`config.mk`:
```
export PLATFORM = sky130hd
export DESIGN_NAME = itl_cell
export DESIGN_NICKNAME = d
export VERILOG_FILES = /design/src/hw/rtl/itl_pkg.sv /design/src/hw/rtl/itl_cell.sv
export SDC_FILE = /design/constraint.sdc
export NUM_CORES = 1
export LEC_CHECK = 0
export BUFFER_PORTS_ARGS = -buffer_cell sky130_fd_sc_hd__buf_2
export CAP_MARGIN = 20
export CORE_MARGIN = 2
export CORE_UTILIZATION = 48
export DETAILED_ROUTE_END_ITERATION = 16
export GPL_ROUTABILITY_DRIVEN = 0
export MAX_ROUTING_LAYER = met4
export PLACE_DENSITY = 0.82
export SYNTH_ARGS = -nofsm -noshare
export SYNTH_HDL_FRONTEND = slang
export SYNTH_SLANG_ARGS = --single-unit
```
`constraint.sdc`:
```
create_clock -name i_clk -period 8.2 [get_ports i_clk]
set_clock_uncertainty 0.15 [all_clocks]
set_input_delay 1.64 -clock i_clk [delete_from_list [all_inputs] [get_ports i_clk]]
set_output_delay 1.64 -clock i_clk [all_outputs]
set_load 0.02 [all_outputs]
```
`src/hw/rtl/itl_pkg.sv`:
```
package itl_pkg;

    // table geometry
    localparam int ENTRIES = 1024;
    localparam int DW      = 32;
    localparam int AW      = (ENTRIES > 1) ? $clog2(ENTRIES) : 1;
    localparam int CW      = $clog2(ENTRIES + 1);
    localparam int STEPS   = (ENTRIES > 1) ? $clog2(ENTRIES) : 1;

    localparam logic MODE_LOAD  = 1'b0;
    localparam logic MODE_QUERY = 1'b1;

    typedef struct packed {
        logic          mode;
        logic [DW-1:0] entry_boundary;
        logic [DW-1:0] entry_value;
        logic          load_start;
        logic [DW-1:0] position;
    } t_in;

    typedef struct packed {
        logic [DW-1:0] mapped_value;
        logic          beyond_end;
        logic          load_overflow;
    } t_out;

    // search window handed from one cell to the next
    typedef struct packed {
        logic          act;
        logic [CW-1:0] lo;
        logic [CW-1:0] hi;
    } t_link;

    // final window low edge reported by the cell that ends the search
    typedef struct packed {
        logic          done;
        logic [CW-1:0] lo;
    } t_done;

    function automatic logic [CW-1:0] itl_mid(input logic [CW-1:0] lo, input logic [CW-1:0] hi);
        logic [CW:0] sum;
        sum = {1'b0, lo} + {1'b0, hi};
        return sum[CW:1];
    endfunction

endpackage

```
`src/hw/rtl/itl_cell.sv`:
```
module itl_cell
    import itl_pkg::*;
(
    input  logic          i_clk,
    input  logic          i_rst_n,
    input  t_link         i_link,
    input  logic [DW-1:0] i_bnd,
    input  logic [DW-1:0] i_pos,
    output t_link         o_link,
    output t_done         o_done
);

    logic          r_act;
    logic [CW-1:0] r_lo;
    logic [CW-1:0] r_hi;

    logic [CW-1:0] w_mid;
    logic [CW-1:0] n_lo;
    logic [CW-1:0] n_hi;
    logic          w_lt;
    logic          w_eq;
    logic          w_fin;

    always_ff @(posedge i_clk) begin
        if (!i_rst_n) begin
            r_act <= 1'b0;
        end else begin
            r_act <= i_link.act;
        end
        r_lo <= i_link.lo;
        r_hi <= i_link.hi;
    end

    // boundary at the window midpoint arrives from the RAM in this cycle
    always_comb begin
        w_mid = itl_mid(r_lo, r_hi);
        w_lt  = i_pos < i_bnd;
        w_eq  = i_pos == i_bnd;
        n_lo  = w_lt ? r_lo  : w_mid;
        n_hi  = w_lt ? w_mid : r_hi;
        // stop on an exact hit or once the window holds a single entry
        w_fin = w_eq || (({1'b0, n_lo} + {{CW{1'b0}}, 1'b1}) >= {1'b0, n_hi});
    end

    assign o_link = '{act: r_act && !w_fin, lo: n_lo, hi: n_hi};
    assign o_done = '{done: r_act && w_fin, lo: n_lo};

endmodule

```
==> out/qor.json, run 1 <==
{
  "worst_setup_path": {
    "path_buf_inv": 3,
    "critPathCaptureType": "output pin",
    "worstSetupStartpointType": "input pin",
    "crit_type": "in -> out",
    "arrival_ps": 6010,
    "sequence_of_cells_on_the_critical_path": "buf_2, inv_1, ha_1, a21o_1, a221o_1, a221oi_2, o21ai_2, a21o_1, mux2_2, ha_1, nand3_1, mux2_4, or3b_1, xnor2_1, ha_1, a21o_1, a21o_1, a21oi_1, o21ai_0, nor4b_1, buf_2",
    "cp.required_ps": 6410,
    "cp_common_cell": "a21o_1",
    "crit_start": "i_bnd[25]",
    "slowest_stage": "or3b_1",
    "worstSetupEndpoint": "o_link[22]",
    "worstSetupPathDepth": 21,
    "highest_fanout_seen_on_the_critical_path": 4,
    "timing.critical_path.max_delay_family": "compound AO/OA/AOI/OAI gates",
    "worst_path_largest_cell_delay_ps": 370
  },
  "sta": {
    "final.hold.worst_slack_ps": 1318,
    "layout_worst_path_cycle_share": 0.9514,
    "timing_max_transition_violations_final": 0,
    "final_hold_viol_count": 0,
    "post_layout_min_period_ps": 7801,
    "worst_case_setup_margin_in_the_final_layout_ps": 398.8,
    "timing.fmax_ghz": 0.1282,
    "rsz0062_at_grt": "false",
    "finalSetupViolCount": 0,
    "slew-limit-headroom": 0.5532,
    "setup_total_negative_slack_ps": 0,
    "tightestPinTransition_ps": 661.8
  },
  "die": {
    "ioPinCount": 124,
    "die_x_microns": 79.21,
    "design.die.area_sq_um": 6274,
    "core_region_area_sq_um": 5473,
    "die_h_microns": 79.21,
    "placement_rows": 27,
    "floorplan.initialDensity": 0.4961
  },
  "grt": {
    "track_usage": 0.2180,
    "grt_max_degree": 17,
    "antenna_found_initial": 0,
    "grt-ovfl-total": 0,
    "first_global_vias": 2563,
    "grt_pass1_wl_microns": 10820
  },
  "place": {
    "placement.setup.worst_slack_ps": 413.4,
    "place_area_sq_um": 3321,
    "detailed_place_hpwl_microns": 6069,
    "port_buffers": 123
  },
  "cts": {
    "tritoncts": "yes",
    "root_buffer": "clkbuf_8",
    "max_h_tree_level": 1,
    "worst_setup_hold_path_clk_slew_ps": 80,
    "clock-sinks": 23,
    "number_of_buffers_inserted_by_hold_repair_at_cts": 0,
    "post_cts_setup_bufs": 0,
    "cts_buffers": 3,
    "ctsResizeCount": 0,
    "ctsLongestPathBuffers": 2
  },
  "finish": {
    "drive_above_1_share": 0.3295,
    "nets": 582,
    "area_growth_pct": 24.01,
    "fin_util": 0.6152,
    "multi_input_area_sq_um": 1963,
    "diodes": 0,
    "filler_instances": 508,
    "commonest_cells_after_routing_fill_and_taps_aside": "buf_2, ha_1, inv_1",
    "area.sequential_sq_um": 460.4,
    "cell_area_after_layout_sq_um": 3367,
    "mostFrequentLayoutCell": "buf_2"
  },
  "drt": {
    "num_vias": 2717,
    "drcViolationCount": 0,
    "first_iter_violations": 73,
    "drt.antenna.violating_nets": 0,
    "via_per_inst": 5.338,
    "avgRoutedWirePerCell_microns": 13.66,
    "drt_wl_total_microns": 6953,
    "drt_pre_antenna_iters": 4
  },
  "yosys": {
    "post_syn_area_sq_um": 2715,
    "postSynthRegisterBits": 23,
    "async_flop_share": 0,
    "ys_types": 52,
    "synth_top_flop_cell": "dfxtp_1",
    "synth.net_count": 469,
    "synth_seq_area_share": 0.1696,
    "yosysWarnings": 0,
    "synth-edff-count": 0,
    "synthesis.instances": 325,
    "synth.avg_cell_area_sq_um": 8.354
  },
  "power_and_ir_drop": {
    "leakage_nw": 1.890,
    "power_per_cell_area_nw_per_um2": 142.4,
    "irDropWorstVdd_uv": 82.70
  },
  "flow_run": {
    "max_cap_viol_count": 0
  },
  "run_status": {
    "run_status": "finished, final reports clean"
  },
  "worst_hold_path": {
    "hold_path_depth": 1,
    "hold_class": "in -> reg"
  }
}
[how the worst min path moves through the flow]
stage | start | to
3_3_place_gp | i_link[12] | r_lo[1]$_DFF_P_
3_5_place_dp | i_link[5] | r_hi[5]$_DFF_P_
4_1_cts | i_link[5] | r_hi[5]$_DFF_P_
5_1_grt | i_link[0] | r_hi[0]$_DFF_P_
6_report | i_link[19] | r_lo[8]$_DFF_P_
2_1_floorplan | i_link[0] | r_hi[0]$_DFF_P_
[layout make-up]
class,instances,share of cell area
clock buffer,3,0.01226
inverter,47,0.05240
multi-input combinational,238,0.5831
clock inverter,1,0.001486
sequential,23,0.1368
timing repair buffer,125,0.1873
tap,72,0.02676
[cells by family (layout without fill, tap and decap cells)]
family                   after synthesis  in the layout  share of synthesized area
adder cells (fa/ha/maj)               55             55                     0.2562
multiplexers                          23             23                    0.09171
flip-flops                            23             23                     0.1696
XOR/XNOR                              15             15                    0.04839
AO/OA/AOI/OAI                         67             67                     0.1687
buffers and inverters                 64            176                     0.1074
AND/OR/NAND/NOR                       78             78                     0.1581
[metal layers]
metal  global-route usage  part of all wire  vias up
met3              0.02273             0.062       14
met4              0.07069             0.021        0
met1               0.2427              0.42     1224
li1                     -                 -     1372
met5                    -                 0        -
met2               0.4059              0.50      107
[stage by stage]
stage	power, mW	std cells
final	0.4795	509
after global routing	0.5129	509
after CTS	0.4791	509
after detailed placement	0.4093	505
after global placement	0.3998	505
after floorplan	0.3321	325
[report_power, final]
group	internal, mW	switching (mW)	leakage (nW)
Clock	0.0339	0.0353	0.0255
Combinational	0.121	0.166	1.67
Sequential	0.118	0.00501	0.194
[registers in the layout (all words and copies together), names as in the netlist]
signal and count:
r_act 1, r_lo 11, r_hi 11
[synthesized netlist by cell type, drive strengths merged, types with 3 or more instances]
cell type  count  share of area
clkbuf         3         0.0041
o21ai         11          0.022
a211oi         3         0.0083
xnor2         12          0.039
a21o          11          0.030
and3           8          0.018
nor2           9          0.012
nand3          8          0.015
nor3b          3         0.0083
xor2           3         0.0097
mux2          12          0.051
nand2         18          0.025
ha            54           0.25
nor2b          4         0.0092
inv           47          0.065
a221oi         4          0.015
a21oi         20          0.037
and4           3         0.0097
mux2i         11          0.041
o211ai         3          0.010
and2           5          0.012
dfxtp         23           0.17
nand4          8          0.018
buf           14          0.038
nor3           3         0.0055
Power figures use the tool's default switching activity.
==> inputs of run 2 (changes only) <==
- REMOVE_ABC_BUFFERS: unset -> 1
==> out/qor.json, run 2 (synthesis gave the netlist of run 1 again) <==
{
  "worst_setup_path": {
    "crit_start": "i_bnd[25]",
    "worstSetupEndpoint": "o_link[22]",
    "crit_type": "in -> out",
    "cp.required_ps": 6410,
    "critPathCaptureType": "output pin",
    "highest_fanout_seen_on_the_critical_path": 4,
    "worstSetupStartpointType": "input pin",
    "arrival_ps": 6030
  },
  "place": {
    "detailed_place_hpwl_microns": 5644,
    "placement.setup.worst_slack_ps": 327.1,
    "port_buffers": 123,
    "number_of_placed_cells_counting_well_taps": 505
  },
  "finish": {
    "reg.largest.list": "r_hi: 11 flops, r_lo: 11 flops, r_act: 1 flops",
    "drive_above_1_share": 0.3318,
    "stdcell_count": 509,
    "filler_instances": 500,
    "diodes": 0,
    "mostFrequentLayoutCell": "buf_2",
    "area_growth_pct": 24.42,
    "area.sequential_sq_um": 460.4,
    "commonest_cells_after_routing_fill_and_taps_aside": "buf_2, ha_1, inv_1",
    "fin_util": 0.6173,
    "nets": 582,
    "multi_input_area_sq_um": 1976
  },
  "grt": {
    "grt-ovfl-total": 0,
    "grt_max_degree": 17,
    "grt_busiest_layer": "met2",
    "grtUsageMet2": 0.3737,
    "antenna_found_initial": 0,
    "groute.layer.met3.usage": 0.02727,
    "first_global_vias": 2496,
    "grt_pass1_wl_microns": 10410,
    "track_usage": 0.2048,
    "global_route.usage.met1": 0.2379
  },
  "power_and_ir_drop": {
    "clock_power_share": 0.146,
    "power.switching_mw": 0.2001,
    "share_comb_of_total_power": 0.594,
    "p_seq_frac": 0.260,
    "power.share.switching": 0.4229,
    "internal-power_mw": 0.2731,
    "leakage_nw": 1.890,
    "irDropWorstVdd_uv": 96.33,
    "power.total_mw": 0.4731,
    "power_per_cell_area_nw_per_um2": 140.1
  },
  "sta": {
    "tightestPinTransition_ps": 605.9,
    "timing_max_transition_violations_final": 0,
    "setup_total_negative_slack_ps": 0,
    "timing.fmax_ghz": 0.1279,
    "post_layout_min_period_ps": 7818,
    "slew-limit-headroom": 0.5909,
    "finalSetupViolCount": 0,
    "final_hold_viol_count": 0,
    "rsz0062_at_grt": "false",
    "layout_worst_path_cycle_share": 0.9535,
    "worst_case_setup_margin_in_the_final_layout_ps": 381.6
  },
  "drt": {
    "drt.antenna.violating_nets": 0,
    "via_per_inst": 5.173,
    "drcViolationCount": 0,
    "drt_pre_antenna_iters": 4,
    "first_iter_violations": 66,
    "num_vias": 2633,
    "avgRoutedWirePerCell_microns": 12.77,
    "drt_wl_total_microns": 6498
  },
  "flow_run": {
    "max_cap_viol_count": 0
  },
  "cts": {
    "root_buffer": "clkbuf_8",
    "cts_buffers": 3,
    "tritoncts": "yes",
    "number_of_buffers_inserted_by_hold_repair_at_cts": 0,
    "worst_setup_hold_path_clk_slew_ps": 80,
    "ctsLongestPathBuffers": 2,
    "post_cts_setup_bufs": 0,
    "max_h_tree_level": 1,
    "clock-sinks": 23
  },
  "die": {
    "design.die.area_sq_um": 6274,
    "floorplan.initialDensity": 0.4961,
    "core_region_area_sq_um": 5473,
    "placement_rows": 27,
    "ioPinCount": 124,
    "die_x_microns": 79.21,
    "die_h_microns": 79.21
  },
  "worst_hold_path": {
    "hold_class": "in -> reg"
  },
  "run_status": {
    "run_status": "finished, final reports clean"
  }
}
[run 2: critical path: stages]
cell and delay [ps]:
buf_2 70, inv_1 30, ha_1 300, a21o_1 160
a221o_1 330, a221oi_2 290, o21ai_2 120, a21o_1 210
mux2_2 280, ha_1 230, nand3_1 80, mux2_4 290
or3b_1 370, xnor2_1 170, ha_1 280, a21o_1 180
a21o_1 170, a21oi_1 130, o21ai_0 140, nor4b_2 320
buf_2 230
[run 2: metrics by stage]
stage                     instance area, sq um  hold slack [ps]
after floorplan                           2600             1518
after global placement                    3321             1593
after detailed placement                  3321             1594
after CTS                                 3366             1322
after global routing                      3378             1311
final                                     3378             1325
[run 2: cell type report]
class                   instances  area share
clock buffers                   4     0.01333
multi-input cells             238      0.5848
repair buffers                125      0.1867
well taps                      72     0.02667
flip-flops and latches         23      0.1363
inverters                      47     0.05222
[run 2: power by group through the flow]
stage | Combinational [mW] | Clock, mW | Sequential (mW)
after CTS | 0.280 | 0.0708 | 0.123
after floorplan | 0.193 | 0 | 0.124
final | 0.281 | 0.0692 | 0.123
after global placement | 0.272 | 0 | 0.125
after global routing | 0.313 | 0.0769 | 0.124
after detailed placement | 0.278 | 0 | 0.125
[run 2: how the worst min path moves through the flow]
| stage | endpoint | startpoint | cells past startpoint |
|---|---|---|---|
| after floorplan | r_hi[0]$_DFF_P_ | i_link[0] | 0 |
| after global placement | r_lo[1]$_DFF_P_ | i_link[12] | 1 |
| after detailed placement | r_lo[1]$_DFF_P_ | i_link[12] | 1 |
| after CTS | r_hi[2]$_DFF_P_ | i_link[2] | 1 |
| after global routing | r_lo[1]$_DFF_P_ | i_link[12] | 1 |
| final | r_lo[4]$_DFF_P_ | i_link[15] | 1 |
[run 2: metal layers]
layer	routed length, microns	vias to the layer above	share of wire
li1	-	1378	-
met1	2769	1151	0.43
met2	3183	96	0.49
met3	471	8	0.072
met4	73	0	0.011
met5	0	-	0
[run 2: timing repair]
action,CTS,global route
hold endpoints to repair,0,0
setup endpoints to repair,0,1
resized for setup,0,2
